File: config.mk
export PLATFORM = sky130hd
export DESIGN_NAME = ordered_list_engine_top
export DESIGN_NICKNAME = d
export VERILOG_FILES = /design/src/sv/olst_pkg.sv /design/src/sv/ordered_list_engine_top.sv /design/src/sv/olst_ram.sv /design/src/sv/olst_seq.sv
export SDC_FILE = /design/constraint.sdc
export NUM_CORES = 1
export LEC_CHECK = 0
export BUFFER_PORTS_ARGS = -buffer_cell sky130_fd_sc_hd__buf_2
export CELL_PAD_IN_SITES_DETAIL_PLACEMENT = 1
export CELL_PAD_IN_SITES_GLOBAL_PLACEMENT = 1
export CORE_ASPECT_RATIO = 1.25
export CORE_UTILIZATION = 36
export CTS_CLUSTER_DIAMETER = 40
export DETAILED_ROUTE_END_ITERATION = 7
export PLACE_DENSITY = 0.61
export SLEW_MARGIN = 40
export SYNTH_ARGS = -nofsm -noshare
export SYNTH_HDL_FRONTEND = slang
export SYNTH_SLANG_ARGS = --single-unit
File: constraint.sdc
create_clock -name clk -period 17.4 [get_ports clk]
set_clock_uncertainty 0.1 [all_clocks]
set_input_delay 1.74 -clock clk [delete_from_list [all_inputs] [get_ports clk]]
set_output_delay 1.74 -clock clk [all_outputs]
set_load 0.03 [all_outputs]
File: src/sv/olst_pkg.sv
package olst_pkg;

  localparam int CAPACITY  = 16;
  localparam int ELEM_BITS = 32;
  localparam int IDX_W     = $clog2(CAPACITY);
  localparam int CNT_W     = $clog2(CAPACITY + 1);
  localparam int POS_W     = 4;
  localparam int VAL_W     = 32;
  localparam int CNTO_W    = 5;
  localparam int CMP_W     = (CNT_W > POS_W) ? CNT_W : POS_W;

  typedef enum logic [2:0] {
    OP_APPEND = 3'd0,
    OP_INSERT = 3'd1,
    OP_REMOVE = 3'd2,
    OP_FIRST  = 3'd3,
    OP_LAST   = 3'd4,
    OP_GET    = 3'd5,
    OP_SET    = 3'd6,
    OP_CLEAR  = 3'd7
  } op_t;

  typedef enum logic [1:0] {
    ST_OK       = 2'd0,
    ST_RANGE    = 2'd1,
    ST_NOTFOUND = 2'd2,
    ST_FULL     = 2'd3
  } status_t;

  typedef logic [ELEM_BITS-1:0] elem_t;

  typedef struct packed {
    op_t                     operation;
    logic [POS_W-1:0]        position;
    logic signed [VAL_W-1:0] item_value;
  } in_word_t;

  typedef struct packed {
    status_t                 status;
    logic [POS_W-1:0]        found_position;
    logic signed [VAL_W-1:0] read_value;
    logic [CNTO_W-1:0]       count_after;
  } out_word_t;

  typedef struct packed {
    op_t              op;
    logic [POS_W-1:0] pos;
    elem_t            val;
  } cmd_t;

  typedef struct packed {
    status_t          status;
    logic [IDX_W-1:0] fpos;
    elem_t            rd;
    logic [CNT_W-1:0] count;
  } res_t;

  typedef struct packed {
    logic busy;
    logic done;
  } seq_stat_t;

  typedef struct packed {
    logic             we;
    logic [IDX_W-1:0] waddr;
    elem_t            wdata;
    logic [IDX_W-1:0] raddr;
  } ram_req_t;

  function automatic elem_t to_elem(logic signed [VAL_W-1:0] v);
    logic signed [63:0] ext;
    ext = 64'(v);
    return ext[ELEM_BITS-1:0];
  endfunction

  function automatic logic [VAL_W-1:0] elem_out(elem_t e);
    logic [63:0] z;
    z = 64'(e);
    return z[VAL_W-1:0];
  endfunction

endpackage

File: src/sv/ordered_list_engine_top.sv
// From accept to result strobe, append, set, clear and rejected operations pass the
// command register and the result register; get also waits for the registered RAM read;
// searches, insert and remove walk the list, as the single read port of the entry RAM
// walks one entry per cycle. One word is in flight at a time and busy is high meanwhile;
// the next word is taken at the edge that takes the result. The receiver cannot stall.
// Synchronous reset empties the list; the stored entries are not cleared.
module ordered_list_engine_top (
  input  logic                clk,
  input  logic                rst_n,
  input  logic                start,
  output logic                busy,
  input  olst_pkg::in_word_t  in_word,
  output logic                out_valid,
  output olst_pkg::out_word_t out_word
);

  import olst_pkg::*;

  cmd_t      cmd_r;
  logic      go_r;
  ram_req_t  ram_req;
  elem_t     rdata;
  res_t      res;
  seq_stat_t stat;
  logic      accept;

  assign accept = start && !busy;
  assign busy   = go_r || stat.busy;

  always_ff @(posedge clk) begin
    if (!rst_n) begin
      go_r <= 1'b0;
    end else begin
      go_r <= accept;
    end
    if (accept) begin
      cmd_r.op  <= in_word.operation;
      cmd_r.pos <= in_word.position;
      cmd_r.val <= to_elem(in_word.item_value);
    end
  end

  olst_ram #(
    .WIDTH (ELEM_BITS),
    .DEPTH (CAPACITY)
  ) u_ram (
    .clk   (clk),
    .we    (ram_req.we),
    .waddr (ram_req.waddr),
    .wdata (ram_req.wdata),
    .raddr (ram_req.raddr),
    .rdata (rdata)
  );

  olst_seq u_seq (
    .clk     (clk),
    .rst_n   (rst_n),
    .go      (go_r),
    .cmd     (cmd_r),
    .rdata   (rdata),
    .ram_req (ram_req),
    .res     (res),
    .stat    (stat)
  );

  assign out_valid               = stat.done;
  assign out_word.status         = res.status;
  assign out_word.found_position = POS_W'(res.fpos);
  assign out_word.read_value     = elem_out(res.rd);
  assign out_word.count_after    = CNTO_W'(res.count);

  a_busy_after_accept: assert property (@(posedge clk) disable iff (!rst_n)
    accept |=> busy)
    else $error("busy did not rise after an accepted word");

  a_single_strobe: assert property (@(posedge clk) disable iff (!rst_n)
    out_valid |=> !out_valid)
    else $error("result strobe lasted more than one cycle");

  a_result_while_busy: assert property (@(posedge clk) disable iff (!rst_n)
    out_valid |-> $past(busy))
    else $error("result appeared without a word in flight");

endmodule

File: src/sv/olst_ram.sv
module olst_ram #(
  parameter int WIDTH = 32,
  parameter int DEPTH = 16
) (
  input  logic                     clk,
  input  logic                     we,
  input  logic [$clog2(DEPTH)-1:0] waddr,
  input  logic [WIDTH-1:0]         wdata,
  input  logic [$clog2(DEPTH)-1:0] raddr,
  output logic [WIDTH-1:0]         rdata
);

  logic [WIDTH-1:0] mem [DEPTH];
  logic [WIDTH-1:0] rdata_r;

  always_ff @(posedge clk) begin
    if (we) begin
      mem[waddr] <= wdata;
    end
    rdata_r <= mem[raddr];
  end

  assign rdata = rdata_r;

endmodule

File: src/sv/olst_seq.sv
module olst_seq (
  input  logic               clk,
  input  logic               rst_n,
  input  logic               go,
  input  olst_pkg::cmd_t     cmd,
  input  olst_pkg::elem_t    rdata,
  output olst_pkg::ram_req_t ram_req,
  output olst_pkg::res_t     res,
  output olst_pkg::seq_stat_t stat
);

  import olst_pkg::*;

  typedef enum logic [2:0] {
    S_IDLE,
    S_SCAN,
    S_SHIFT,
    S_WRV,
    S_GETW
  } state_t;

  state_t           state_r, state_nxt;
  logic [IDX_W-1:0] ptr_r, ptr_nxt;
  logic [IDX_W-1:0] last_r, last_nxt;
  logic [CNT_W-1:0] rem_r, rem_nxt;
  logic             pend_r, pend_nxt;
  logic             up_r, up_nxt;
  logic [IDX_W-1:0] fpos_r, fpos_nxt;
  logic [CNT_W-1:0] cnt_r, cnt_nxt;
  res_t             res_r, res_nxt;
  logic             done_r, done_nxt;

  logic             pos_ok;
  logic             full;
  logic             hit;
  logic             issue;
  logic [CNT_W-1:0] last_ext;

  assign pos_ok   = CMP_W'(cmd.pos) < CMP_W'(cnt_r);
  assign full     = cnt_r >= CNT_W'(CAPACITY);
  assign hit      = pend_r && (rdata == cmd.val);
  assign issue    = rem_r != '0;
  assign last_ext = CNT_W'(last_r);

  always_comb begin
    state_nxt = state_r;
    ptr_nxt   = ptr_r;
    last_nxt  = last_r;
    rem_nxt   = rem_r;
    pend_nxt  = 1'b0;
    up_nxt    = up_r;
    fpos_nxt  = fpos_r;
    cnt_nxt   = cnt_r;
    res_nxt   = res_r;
    done_nxt  = 1'b0;

    ram_req.we    = 1'b0;
    ram_req.waddr = last_r;
    ram_req.wdata = rdata;
    ram_req.raddr = ptr_r;

    case (state_r)
      S_IDLE: begin
        if (go) begin
          res_nxt.status = ST_OK;
          res_nxt.fpos   = '0;
          res_nxt.rd     = '0;
          res_nxt.count  = cnt_r;
          case (cmd.op)
            OP_APPEND: begin
              done_nxt = 1'b1;
              if (full) begin
                res_nxt.status = ST_FULL;
              end else begin
                ram_req.we    = 1'b1;
                ram_req.waddr = cnt_r[IDX_W-1:0];
                ram_req.wdata = cmd.val;
                cnt_nxt       = cnt_r + CNT_W'(1);
                res_nxt.count = cnt_r + CNT_W'(1);
              end
            end
            OP_INSERT: begin
              if (!pos_ok) begin
                res_nxt.status = ST_RANGE;
                done_nxt       = 1'b1;
              end else if (full) begin
                res_nxt.status = ST_FULL;
                done_nxt       = 1'b1;
              end else begin
                ptr_nxt   = IDX_W'(cnt_r - CNT_W'(1));
                rem_nxt   = cnt_r - CNT_W'(cmd.pos);
                up_nxt    = 1'b1;
                state_nxt = S_SHIFT;
              end
            end
            OP_REMOVE, OP_FIRST, OP_LAST: begin
              if (cnt_r == '0) begin
                res_nxt.status = ST_NOTFOUND;
                res_nxt.rd     = (cmd.op == OP_REMOVE) ? cmd.val : '0;
                done_nxt       = 1'b1;
              end else begin
                ptr_nxt   = (cmd.op == OP_LAST) ? IDX_W'(cnt_r - CNT_W'(1)) : '0;
                rem_nxt   = cnt_r;
                state_nxt = S_SCAN;
              end
            end
            OP_GET: begin
              if (!pos_ok) begin
                res_nxt.status = ST_RANGE;
                done_nxt       = 1'b1;
              end else begin
                ram_req.raddr = IDX_W'(cmd.pos);
                state_nxt     = S_GETW;
              end
            end
            OP_SET: begin
              done_nxt = 1'b1;
              if (!pos_ok) begin
                res_nxt.status = ST_RANGE;
              end else begin
                ram_req.we    = 1'b1;
                ram_req.waddr = IDX_W'(cmd.pos);
                ram_req.wdata = cmd.val;
                res_nxt.rd    = cmd.val;
              end
            end
            OP_CLEAR: begin
              cnt_nxt       = '0;
              res_nxt.count = '0;
              done_nxt      = 1'b1;
            end
            default: begin
              done_nxt = 1'b1;
            end
          endcase
        end
      end

      S_SCAN: begin
        if (issue) begin
          last_nxt = ptr_r;
          ptr_nxt  = (cmd.op == OP_LAST) ? ptr_r - IDX_W'(1) : ptr_r + IDX_W'(1);
          rem_nxt  = rem_r - CNT_W'(1);
          pend_nxt = 1'b1;
        end
        if (hit) begin
          if (cmd.op == OP_REMOVE && (last_ext + CNT_W'(1) < cnt_r)) begin
            ptr_nxt   = last_r + IDX_W'(1);
            rem_nxt   = cnt_r - last_ext - CNT_W'(1);
            pend_nxt  = 1'b0;
            up_nxt    = 1'b0;
            fpos_nxt  = last_r;
            state_nxt = S_SHIFT;
          end else begin
            res_nxt.status = ST_OK;
            res_nxt.fpos   = last_r;
            res_nxt.rd     = cmd.val;
            if (cmd.op == OP_REMOVE) begin
              cnt_nxt       = cnt_r - CNT_W'(1);
              res_nxt.count = cnt_r - CNT_W'(1);
            end
            done_nxt  = 1'b1;
            state_nxt = S_IDLE;
          end
        end else if (pend_r && !issue) begin
          res_nxt.status = ST_NOTFOUND;
          res_nxt.rd     = (cmd.op == OP_REMOVE) ? cmd.val : '0;
          done_nxt       = 1'b1;
          state_nxt      = S_IDLE;
        end
      end

      S_SHIFT: begin
        if (issue) begin
          last_nxt = ptr_r;
          ptr_nxt  = up_r ? ptr_r - IDX_W'(1) : ptr_r + IDX_W'(1);
          rem_nxt  = rem_r - CNT_W'(1);
          pend_nxt = 1'b1;
        end
        if (pend_r) begin
          ram_req.we    = 1'b1;
          ram_req.waddr = up_r ? last_r + IDX_W'(1) : last_r - IDX_W'(1);
          ram_req.wdata = rdata;
          if (!issue) begin
            if (up_r) begin
              state_nxt = S_WRV;
            end else begin
              cnt_nxt        = cnt_r - CNT_W'(1);
              res_nxt.status = ST_OK;
              res_nxt.fpos   = fpos_r;
              res_nxt.rd     = cmd.val;
              res_nxt.count  = cnt_r - CNT_W'(1);
              done_nxt       = 1'b1;
              state_nxt      = S_IDLE;
            end
          end
        end
      end

      S_WRV: begin
        ram_req.we     = 1'b1;
        ram_req.waddr  = IDX_W'(cmd.pos);
        ram_req.wdata  = cmd.val;
        cnt_nxt        = cnt_r + CNT_W'(1);
        res_nxt.status = ST_OK;
        res_nxt.count  = cnt_r + CNT_W'(1);
        done_nxt       = 1'b1;
        state_nxt      = S_IDLE;
      end

      S_GETW: begin
        res_nxt.rd = rdata;
        done_nxt   = 1'b1;
        state_nxt  = S_IDLE;
      end

      default: begin
        state_nxt = S_IDLE;
      end
    endcase
  end

  always_ff @(posedge clk) begin
    if (!rst_n) begin
      state_r <= S_IDLE;
      cnt_r   <= '0;
      pend_r  <= 1'b0;
      rem_r   <= '0;
      done_r  <= 1'b0;
    end else begin
      state_r <= state_nxt;
      cnt_r   <= cnt_nxt;
      pend_r  <= pend_nxt;
      rem_r   <= rem_nxt;
      done_r  <= done_nxt;
    end
    ptr_r  <= ptr_nxt;
    last_r <= last_nxt;
    up_r   <= up_nxt;
    fpos_r <= fpos_nxt;
    res_r  <= res_nxt;
  end

  assign res       = res_r;
  assign stat.busy = state_r != S_IDLE;
  assign stat.done = done_r;

endmodule

==> out/metrics.yaml, run 1 <==
synthesis:
  synth_top_family_by_area: "multiplexers"
  synth_edf_count: 607
  avgSynthCellArea_um2: 15.7
  ys_types: 70
  synth_cells: 1730
  synth_xor_area_share_pct: 1.81
  synth_compound_area_share_pct: 7.24
  syn-num-nets: 1794
  synth_fa_ha_area_share_pct: 1.07
  yosys.area_share.simple_pct: 5.59
  synth_seq_cells: 655
  synth_seq_area_share_pct: 70.8
  synthFlopType: "edfxtp_1"
  synthArstFlopShare_pct: 0
  muxShareOfSynthArea_pct: 11.5
  synthesis.area_um2: 27100
  synth_warnings: 0
clock_tree:
  cts_tree: "done"
  post-cts-setup-buffer-count: 0
  cts_buffers: 94
  cts_hold_buf: 0
  clock_path_buffers: 3
  clk_pin_slew_ns: 0.06
  clock-root-buffer: "clkbuf_16"
  cts_sinks: 655
  clkLatencyLatePin_ns: 0.66
  h-tree-depth: 3
  cts_resized: 0
timing:
  setup_tns_ns: 0
  period_minus_slack_ns: 5.58
  fmax_mhz: 179
  post-route-period-util_pct: 32.1
  rsz0062_at_grt: "no"
  tightest_slew_ns: 0.840
  finalHoldViolCount: 0
  setup_viol: 0
  relSlewSlack_pct: 44.0
  slew_violations: 0
power:
  p_leak_uw: 0.0113
  vdd_drop_max_mv: 0.106
  power.density_nw_per_um2: 196
setup_path:
  required_ns: 17.82
  critPathLaunchType: "register"
  crit_path_end_kind: "register"
  critical_path_arrival_ns: 6.00
  crit_fanout: 64
  rr_startpoint: "u_seq.cnt_r[0]$_SDFFE_PN0P_"
  r2r_slack_ns: 11.82
  worstRegToRegCells: 12
  worstReg2RegEnd: "u_ram.rdata[8]$_DFF_P_"
  crit_path_start: "u_seq.cnt_r[0]$_SDFFE_PN0P_"
  worstSetupPathType: "register to register"
route:
  wirelength_um: 81700
  dr.pass1.iters: 7
  vias_per_cell: 5.62
  wire_per_inst_um: 28.1
  drt_iter0_drc: 1229
  drc: 8
  ant_nets: 0
  vias: 16357
layout:
  layout.nets: 1923
  final_common_cell: "edfxtp_1"
  nFillCells: 7389
  drive_gt1_share_pct: 19.2
  final_cell_mix: "edfxtp_1 (607), mux2i_1 (272), o22ai_1 (132), clkbuf_16 (96), buf_2 (86)"
  fin_util_pct: 43.1
  fin_cells: 2910
  syn2layout_area_growth_pct: 18.6
global_route:
  grt_pass1_wl_um: 117000
  use_met2_pct: 36.5
  grt-busiest-layer: "met2"
  met1_usage_pct: 27.2
  grt_max_degree: 65
  first_global_vias: 17085
  antenna_found_initial: 0
  track_usage_pct: 21.4
  overflow: 0
  use_met3_pct: 2.85
floorplanning:
  die_y_um: 309
  die_w_um: 247
  die_area_um2: 76300
  core_um2: 74600
  io_pins: 87
  initial_utilization_pct: 36.3
  fp-row-count: 112
min_path:
  hold_depth: 2
  min-delay-start: "u_seq.rem_r[4]$_SDFFE_PN0P_"
  hold_end: "u_seq.rem_r[4]$_SDFFE_PN0P_"
  hold_path_class: "register to register"
place:
  gp_congestion: 0.940
  port_buffers: 86
  dp_hpwl_um: 45400
  dp.cells: 2732
job:
  drv_cap: 0
run_status:
  status: "finished, violations left"
  violations: "design-rule violations"
## report_power, final
group / switching (µW) / internal (µW) / leakage (µW)
clock network: 779 / 1180 / 0.00160
logic: 1380 / 653 / 0.00377
registers: 158 / 2140 / 0.00593
total: 2320 / 3970 / 0.0113
## cell usage after synthesis (7+ instances only)
master | number | share of area, %
buf_2 | 17 | 0.31
o22ai_1 | 132 | 3.0
mux2i_1 | 273 | 10
nor2b_1 | 12 | 0.28
clkbuf_1 | 53 | 0.73
a22o_1 | 35 | 1.1
nor3_1 | 12 | 0.22
nand2b_1 | 10 | 0.23
ha_1 | 20 | 0.92
nor4_1 | 9 | 0.21
nor2_1 | 56 | 0.78
o21ai_0 | 30 | 0.55
dfxtp_1 | 48 | 3.5
buf_6 | 7 | 0.29
edfxtp_1 | 607 | 67
inv_1 | 22 | 0.30
or4_1 | 36 | 1.0
xor2_1 | 14 | 0.45
nand4_1 | 14 | 0.32
buf_4 | 8 | 0.22
a21oi_1 | 38 | 0.70
nand3b_1 | 7 | 0.19
nand2_1 | 70 | 0.97
buf_1 | 8 | 0.11
mux2_2 | 33 | 1.4
xnor2_1 | 42 | 1.4
nand3_1 | 18 | 0.33
## worst max path at each step
stage / cells past startpoint / slack (ns) / to
detailed placement: 12 / 11.81 / u_ram.rdata[10]$_DFF_P_
finish: 12 / 11.82 / u_ram.rdata[8]$_DFF_P_
global route: 12 / 11.44 / u_ram.rdata[11]$_DFF_P_
floorplan: 10 / 11.63 / u_ram.mem[4][0]$_DFFE_PP_
global placement: 12 / 11.47 / u_ram.rdata[9]$_DFF_P_
CTS: 12 / 11.79 / u_ram.rdata[8]$_DFF_P_
## worst max-delay path, stage by stage (launching register included)
cell and delay (ns):
dfxtp_1 0.62, inv_1 0.18, ha_1 0.35, nand4_1 0.15, a21o_1 0.22, and4_1 0.50, mux2i_4 0.30, buf_6 0.61
buf_6 0.64, buf_4 0.70, mux2i_1 0.29, o22ai_1 0.11, or4_1 0.52
## flip-flops by register name, indices dropped and copies added, names as in the netlist
name	cells
go_r	1
u_seq.up_r	1
u_seq.last_r	4
u_seq.rem_r	5
cmd_r	39
u_seq.state_r	3
u_seq.pend_r	1
u_seq.res	43
u_ram.rdata	32
u_ram.mem	512
u_seq.cnt_r	5
u_seq.done_r	1
u_seq.ptr_r	4
u_seq.fpos_r	4
## metal layers
layer | wire (µm) | share of wire (%)
met1 | 34100 | 42
met2 | 40600 | 50
met3 | 3740 | 4.6
met4 | 3250 | 4.0
met5 | 0 | 0
## per-stage QoR
step / setup WS [ns] / cell area (µm²) / hold WS [ns] / power [µW]
after CTS: 11.79 / 32100 / 0.419 / 6340
after detailed placement: 11.81 / 28800 / 0.411 / 4350
final: 11.82 / 32100 / 0.417 / 6290
after global routing: 11.44 / 32100 / 0.446 / 6530
after floorplan: 11.63 / 27100 / 0.324 / 3600
after global placement: 11.47 / 28800 / 0.399 / 4310
## area by class of cell
type	count	area (µm²)	area share, %
timing repair buffer	126	742	2.31
multi-input combinational	960	7570	23.6
sequential	655	19200	59.8
inverter	22	82.6	0.257
antenna	1	2.50	0.00779
clock inverter	73	872	2.72
tap	969	1210	3.78
clock buffer	104	2440	7.61
## logic make-up after synthesis
logic type | count (synthesis)
flops | 655
buf+inv | 115
fa+ha+maj | 22
simple gates | 281
mux | 306
xor+xnor | 56
compound gates | 295
Note: power is estimated with default switching activity, not from simulation.
==> run 2, diff against run 1 <==
- ABC_AREA: not set -> 1
- PLACE_DENSITY: 0.61 -> 0.65
- clock period: 17.4 -> 5.5 ns (I/O delays scaled with it)
==> run 2 against run 1 <==
The run now ends clean. Hold slack got worse by 0.29 ns. First-iteration DRC count up 44%. Non-clock buffer count increased by 67. Register-to-register slack got worse by 11 ns. Sequential share of layout area decreased by 7.4 points. Worst setup slack got worse by 11 ns. Count of clock-buffer cells in the layout stayed put. Critical path depth grew 5. Largest power group unchanged.
==> out/metrics.yaml, run 2 <==
timing:
  period_minus_slack_ns: 4.23  # was 5.58 ns
  setup_tns_ns: 0  # unchanged
  slew_violations: 0  # unchanged
  fmax_mhz: 236  # was 179 MHz
  rsz0062_at_grt: "no"  # unchanged
  setup_viol: 0  # unchanged
  relSlewSlack_pct: 44.3  # was 44.0%
  post-route-period-util_pct: 76.9  # was 32.1%
  finalHoldViolCount: 0  # unchanged
  postLayoutSetupSlackWorst_ns: 1.27  # was 11.82 ns
  tightest_slew_ns: 0.834  # was 0.840 ns
route:
  met1Wirelength_um: 43300  # was 34100 µm
  routed.top_layer: "met4"  # unchanged
  route.met3.wl_um: 4390  # was 3740 µm
  vias_per_cell: 5.14  # was 5.62
  vias: 23516  # was 16.4k
  wl_met2_um: 51100  # was 40600 µm
  wirelength_um: 102000  # was 81700 µm
  ant_nets: 0  # unchanged
  wire_per_inst_um: 22.2  # was 28.1 µm
  drc: 0  # was 8
  drt_iter0_drc: 1767  # was 1229
  dr.pass1.iters: 5  # was 7
min_path:
  hold_path_class: "primary input to register"  # was register to register
layout:
  largest_reg_flops: 512  # unchanged
  largest-register: "u_ram.mem"  # unchanged
  final_cell_mix: "nand2_1 (832), inv_1 (610), edfxtp_1 (607), nand3_1 (577), clkbuf_16 (91)"  # was edfxtp_1 (607), mux2i_1 (272), o22ai_1 (132), clkbuf_16 (96), buf_2 (86)
  syn2layout_area_growth_pct: 18.2  # was 18.6%
  insertedDiodeCount: 0  # was 1
  fin_util_pct: 43.3  # was 43.1%
  layout.nets: 3469  # was 1923
  final_common_cell: "nand2_1"  # was edfxtp_1
  drive_gt1_share_pct: 10.6  # was 19.2%
synthesis:
  synth_top_family_by_area: "simple AND/OR/NAND/NOR gates"  # was multiplexers
  yosysMostFrequentCell: "nand2_1"  # was edfxtp_1
  syn-num-nets: 3329  # was 1794
  yosysTopAreaCell: "edfxtp_1"  # unchanged
  synth_cells: 3265  # was 1730
  synthArstFlopShare_pct: 0  # unchanged
  synth_warnings: 0  # unchanged
  synth.area.top_cells: "edfxtp_1 (59%), nand2_1 (10%), nand3_1 (9.4%), inv_1 (7.4%), dfxtp_1 (3.1%)"  # was edfxtp_1 (67%), mux2i_1 (10%), dfxtp_1 (3.5%), o22ai_1 (3.0%), mux2_2 (1.4%)
  yosys.area_share.simple_pct: 22.5  # was 5.59%
  synth_common_cells: "nand2_1 (835), inv_1 (612), edfxtp_1 (607), nand3_1 (581), nor2_1 (100)"  # was edfxtp_1 (607), mux2i_1 (273), o22ai_1 (132), nand2_1 (70), nor2_1 (56)
  synthesis.area_um2: 31000  # was 27100 µm²
  synth_fa_ha_area_share_pct: 0.937  # was 1.07%
  synth_compound_area_share_pct: 4.17  # was 7.24%
  synth_top_cell_area_share_pct: 58.8  # was 67.3%
  synth_edf_count: 607  # unchanged
  synthFlopType: "edfxtp_1"  # unchanged
  synth_seq_cells: 655  # unchanged
  avgSynthCellArea_um2: 9.49  # was 15.7 µm²
  muxShareOfSynthArea_pct: 0.109  # was 11.5%
  synth_xor_area_share_pct: 0.706  # was 1.81%
  synth_seq_area_share_pct: 61.9  # was 70.8%
  ys_types: 47  # was 70
floorplanning:
  die_y_um: 330  # was 309 µm
  io_pins: 87  # unchanged
  die_area_um2: 87300  # was 76300 µm²
  fp-row-count: 119  # was 112
  initial_utilization_pct: 36.6  # was 36.3%
  die_w_um: 264  # was 247 µm
  core_um2: 84700  # was 74600 µm²
clock_tree:
  cts_tree: "done"  # unchanged
  clock-root-buffer: "clkbuf_16"  # unchanged
  clkLatencyLatePin_ns: 0.66  # about the same
  cts_buffers: 91  # was 94
  clock_path_buffers: 3  # unchanged
  h-tree-depth: 3  # unchanged
  cts_resized: 0  # unchanged
  cts_sinks: 655  # unchanged
  clk_pin_slew_ns: 0.06  # about the same
power:
  p_seq_share_pct: 37.2  # was 36.5%
  combPwrFrac_pct: 34.6  # was 32.3%
  p_total_uw: 21000  # was 6290 µW
  power.density_nw_per_um2: 572  # was 196 nW/µm²
  switching_share_pct: 40.5  # was 36.8%
  vdd_drop_max_mv: 0.277  # was 0.106 mV
  switchingPower_uw: 8500  # was 2320 µW
  clkPwrFrac_pct: 28.2  # was 31.2%
  p_leak_uw: 0.0156  # was 0.0113 µW
  internal_power_uw: 12500  # was 3970 µW
place:
  pre_cts_slack_ns: 1.29  # was 11.81 ns
  dp_hpwl_um: 63200  # was 45400 µm
  gp_congestion: 0.918  # was 0.940
  port_buffers: 86  # unchanged
global_route:
  overflow: 0  # unchanged
  grt_pass1_wl_um: 152000  # was 117000 µm
  first_global_vias: 24085  # was 17.1k
  track_usage_pct: 23.3  # was 21.4%
  antenna_found_initial: 1  # was 0
  grt_max_degree: 80  # was 65
run_status:
  status: "finished, final reports clean"  # was finished, violations left
setup_path:
  critical_path_arrival_ns: 4.47  # was 6.00 ns
  crit_path_end_kind: "register"  # unchanged
  worstSetupPathType: "register to register"  # unchanged
  critPathLaunchType: "register"  # unchanged
  crit_fanout: 17  # was 64
  required_ns: 5.74  # was 17.82 ns
job:
  drv_cap: 0  # unchanged
-- run 2: cell count changes after synthesis, sizes merged, moves of 30 or more --
cell | before | now
nand3 | 18 | 584
mux2 | 33 | 3
xnor2 | 42 | 11
mux2i | 273 | 0
buf | 40 | 105
a22oi | 1 | 34
a22o | 35 | 0
or4 | 36 | 0
nand2 | 70 | 841
o21ai | 31 | 66
nor2 | 56 | 102
inv | 22 | 618
o211ai | 4 | 45
o22ai | 132 | 6
-- run 2: path summary, 6_finish.rpt --
kind,end,depth (start not counted),from,slack [ns]
min,u_seq.state_r[1]$_SDFFE_PN0P_,3,rst_n,0.13
max reg2reg,u_ram.mem[9][18]$_DFFE_PP_,17,cmd_r[33]$_DFFE_PP_,1.27
max,u_ram.mem[9][18]$_DFFE_PP_,17,cmd_r[33]$_DFFE_PP_,1.27
min reg2reg,u_seq.rem_r[4]$_SDFFE_PN0P_,2,u_seq.rem_r[4]$_SDFFE_PN0P_,0.37
-- run 2: cell type report --
cell class | instances | area, µm²
clock buffers | 104 | 2390
flip-flops and latches | 655 | 19200
inverters | 619 | 2330
repair buffers | 193 | 1610
clock inverters | 66 | 711
multi-input cells | 1845 | 9060
fillers | 9486 | 48100
well taps | 1089 | 1360
-- run 2: repair_timing --
item / 4_1_cts / 5_1_grt
hold buffers: 39 / 0
hold endpoints to repair: 39 / 0
setup buffers: 0 / 0
endpoints found under the setup margin: 0 / 0
-- run 2: through the flow --
stage / instance area [µm²] / hold WS [ns] / cells
after floorplan: 31000 / 0.344 / 3265
after global placement: 33100 / 0.356 / 4356
after detailed placement: 33100 / 0.359 / 4362
after CTS: 36600 / 0.110 / 4571
after global routing: 36600 / 0.153 / 4571
final: 36600 / 0.129 / 4571
-- run 2: cells by family (layout without fill, tap and decap cells) --
kind of cell	after synthesis	after routing
buffers and inverters	765	982
muxes	3	3
xor gates and xnor gates	25	25
AOI/OAI and AO/OA	207	207
and+or+nand+nor	1588	1588
adders and majority gates	22	22
DFF	655	655
-- run 2: power groups by stage --
stage | Sequential (µW) | Clock, µW | Combinational, µW
floorplan | 7980 | 0 | 3950
global placement | 7880 | 0 | 7020
detailed placement | 7890 | 0 | 7150
CTS | 7790 | 6000 | 7230
global route | 7840 | 6180 | 7870
finish | 7800 | 5900 | 7260
-- run 2: critical path: stages (launching register included) --
cell and delay [ns]:
edfxtp_1 0.50, inv_1 0.16, ha_1 0.31, nand2_1 0.08
o21ai_1 0.22, nand2_1 0.10, nand2_2 0.15, nand2_1 0.24
nand2_2 0.21, nand2_2 0.12, nand2_1 0.08, nand2_1 0.06
nand2_1 0.07, nand2_1 0.06, nor2_1 0.15, nand2_1 0.26
nor2_4 0.61, buf_4 0.40
-- run 2: metal layers --
metal  global-route usage (%)  vias up
li1                         -    11041
met1                     29.4    11719
met2                     41.4      606
met3                     2.59      150
met4                     8.19        0
met5                        0        -
==> run 3, diff against run 2 <==
- clock period: 5.5 -> 3.9 ns (I/O delays scaled with it)
==> run 3 against run 2 <==
Hold slack worse by 0.095 ns. Count of clock-buffer cells in the layout down 2. Register-to-register slack worse by 0.96 ns. Worst setup slack worse by 0.96 ns. Global-route usage down 0.058 points. Maximum frequency up 18%. Sequential share of layout area down 0.36 points. Via count up 0.36%. Non-clock buffer count up 54. First-iteration DRC count up 1.9%. Wire length down 0.67%. Sequential cell count unchanged. Critical path type unchanged. Critical endpoint is now u_ram.mem[4][30]$_DFFE_PP_.
==> out/metrics.yaml, run 3 (synthesized netlist as in run 2, its figures left out) <==
global_route:
  first_global_vias: 24266  # was 24.1k
  grt_max_degree: 80  # unchanged
  grt_pass1_wl_um: 152000  # about the same
  antenna_found_initial: 0  # was 1
  overflow: 0  # unchanged
  track_usage_pct: 23.3  # about the same
layout:
  final_common_cell: "nand2_1"  # unchanged
  drive_gt1_share_pct: 11.4  # was 10.6%
  layout.nets: 3517  # was 3469
  nFillCells: 9539  # was 9486
  fin_area_um2: 36900  # was 36600 µm²
  largest-register: "u_ram.mem"  # unchanged
  largest_reg_flops: 512  # unchanged
  final_cell_mix: "nand2_1 (832), inv_1 (610), edfxtp_1 (607), nand3_1 (581), buf_4 (93)"  # was nand2_1 (832), inv_1 (610), edfxtp_1 (607), nand3_1 (577), clkbuf_16 (91)
  syn2layout_area_growth_pct: 19.1  # was 18.2%
clock_tree:
  clk_pin_slew_ns: 0.06  # about the same
  clkLatencyLatePin_ns: 0.65  # was 0.66 ns
  h-tree-depth: 3  # unchanged
  cts_sinks: 655  # unchanged
  clock_path_buffers: 3  # unchanged
  cts_buffers: 85  # was 91
  cts_tree: "done"  # unchanged
  clock-root-buffer: "clkbuf_16"  # unchanged
route:
  drt_iter0_drc: 1801  # was 1767
  ant_nets: 0  # unchanged
  wire_per_inst_um: 21.9  # was 22.2 µm
  drc: 0  # unchanged
  vias_per_cell: 5.11  # was 5.14
  vias: 23600  # was 23.5k
  dr.pass1.iters: 7  # was 5
  wirelength_um: 101000  # was 102000 µm
min_path:
  hold_depth: 3  # unchanged
  hold_path_class: "primary input to register"  # unchanged
power:
  vdd_drop_max_mv: 0.633  # was 0.277 mV
  p_total_uw: 29900  # was 21000 µW
  p_leak_uw: 0.0158  # was 0.0156 µW
  power.density_nw_per_um2: 809  # was 572 nW/µm²
setup_path:
  critical_path_arrival_ns: 3.65  # was 4.47 ns
  required_ns: 3.96  # was 5.74 ns
  crit_path_end_kind: "register"  # unchanged
  worstSetupPathType: "register to register"  # unchanged
  crit_fanout: 16  # was 17
  critPathLaunchType: "register"  # unchanged
  worstRegToRegCells: 13  # was 17
floorplanning:
  die_area_um2: 87300  # unchanged
  fp-row-count: 119  # unchanged
  die_y_um: 330  # unchanged
  io_pins: 87  # unchanged
  die_w_um: 264  # unchanged
  initial_utilization_pct: 36.6  # unchanged
  core_um2: 84700  # unchanged
timing:
  whs_ns: 0.0333  # was 0.129 ns
  setup_viol: 0  # unchanged
  slew_violations: 0  # unchanged
  relSlewSlack_pct: 51.0  # was 44.3%
  fmax_mhz: 278  # was 236 MHz
  postLayoutSetupSlackWorst_ns: 0.306  # was 1.27 ns
  period_minus_slack_ns: 3.59  # was 4.23 ns
  finalHoldViolCount: 0  # unchanged
  setup_tns_ns: 0  # unchanged
  tightest_slew_ns: 0.733  # was 0.834 ns
  post-route-period-util_pct: 92.2  # was 76.9%
  rsz0062_at_grt: "no"  # unchanged
run_status:
  status: "finished, final reports clean"  # unchanged
place:
  placed_area_um2: 33600  # was 33100 µm²
  dp_hpwl_um: 67500  # was 63200 µm
  pre_cts_slack_ns: 0.359  # was 1.29 ns
  port_buffers: 86  # unchanged
  gp_congestion: 0.930  # was 0.918
job:
  drv_cap: 0  # unchanged
==> run 3: cell types whose count changed in the layout (fill, tap and decap cells not counted), moves of 3 or more <==
cell,delta
clkinv_4,-5
clkinv_2,-3
nand3_1,+4
buf_4,+52
buf_8,-4
clkinv_8,-6
clkbuf_8,-3
nand3_2,-4
buf_12,+8
clkbuf_1,+3
==> run 3: worst max-delay path, cell delays in order (launching register included) <==
cell      delay [ns]
edfxtp_1        0.42
inv_1           0.09
ha_1            0.35
a21oi_1         0.14
o21ai_1         0.11
nand2_1         0.09
nand2_2         0.12
nand2_1         0.25
nand2_2         0.10
nand2_2         0.17
buf_4           0.23
mux2_1          0.33
nand2_1         0.06
nand3_1         0.52
==> run 3: final cells by class <==
cell class / instances / area [µm²] / share of cell area (%)
Inverter: 619 / 2320 / 6.30
Multi-Input combinational cell: 1845 / 9040 / 24.5
Timing Repair Buffer: 247 / 2090 / 5.66
Tap cell: 1089 / 1360 / 3.69
Sequential cell: 655 / 19200 / 52.0
Clock inverter: 56 / 592 / 1.60
Antenna cell: 1 / 2.50 / 0.00678
Clock buffer: 102 / 2310 / 6.25
==> run 3: power breakdown <==
group          internal [µW]  switching [µW]  leakage, µW  total, µW
logic                   2810            8160      0.00850      11000
clock network           4770            3220      0.00140       7990
registers              10200             713      0.00592      10900
total                  17800           12100       0.0158      29900
==> run 3: what timing repair did <==
item	in CTS	in global routing
hold buffers	40	0
buffers inserted	0	0
resized for setup	0	0
endpoints found under the hold margin	47	0
==> run 3: path summary, 6_finish.rpt <==
kind	start	endpoint	slack, ns
setup / recovery	cmd_r[34]$_DFFE_PP_	u_ram.mem[4][30]$_DFFE_PP_	0.31
hold / removal	start	go_r$_SDFF_PN0_	0.03
setup reg to reg	cmd_r[34]$_DFFE_PP_	u_ram.mem[4][30]$_DFFE_PP_	0.31
hold reg to reg	u_seq.rem_r[4]$_SDFFE_PN0P_	u_seq.rem_r[4]$_SDFFE_PN0P_	0.37
==> run 3: per-layer routing <==
layer / GRT usage, % / wire [µm]
met2: 41.0 / 50500
met3: 2.77 / 4510
met5: 0 / 0
met1: 28.9 / 42100
met4: 9.92 / 3740
==> run 3: per-stage QoR <==
stage          cells  util [%]
3_5_place_dp    4415      39.7
5_1_grt         4613      43.6
3_3_place_gp    4415      39.7
2_1_floorplan   3265         -
6_report        4614      43.6
4_1_cts         4613      43.6
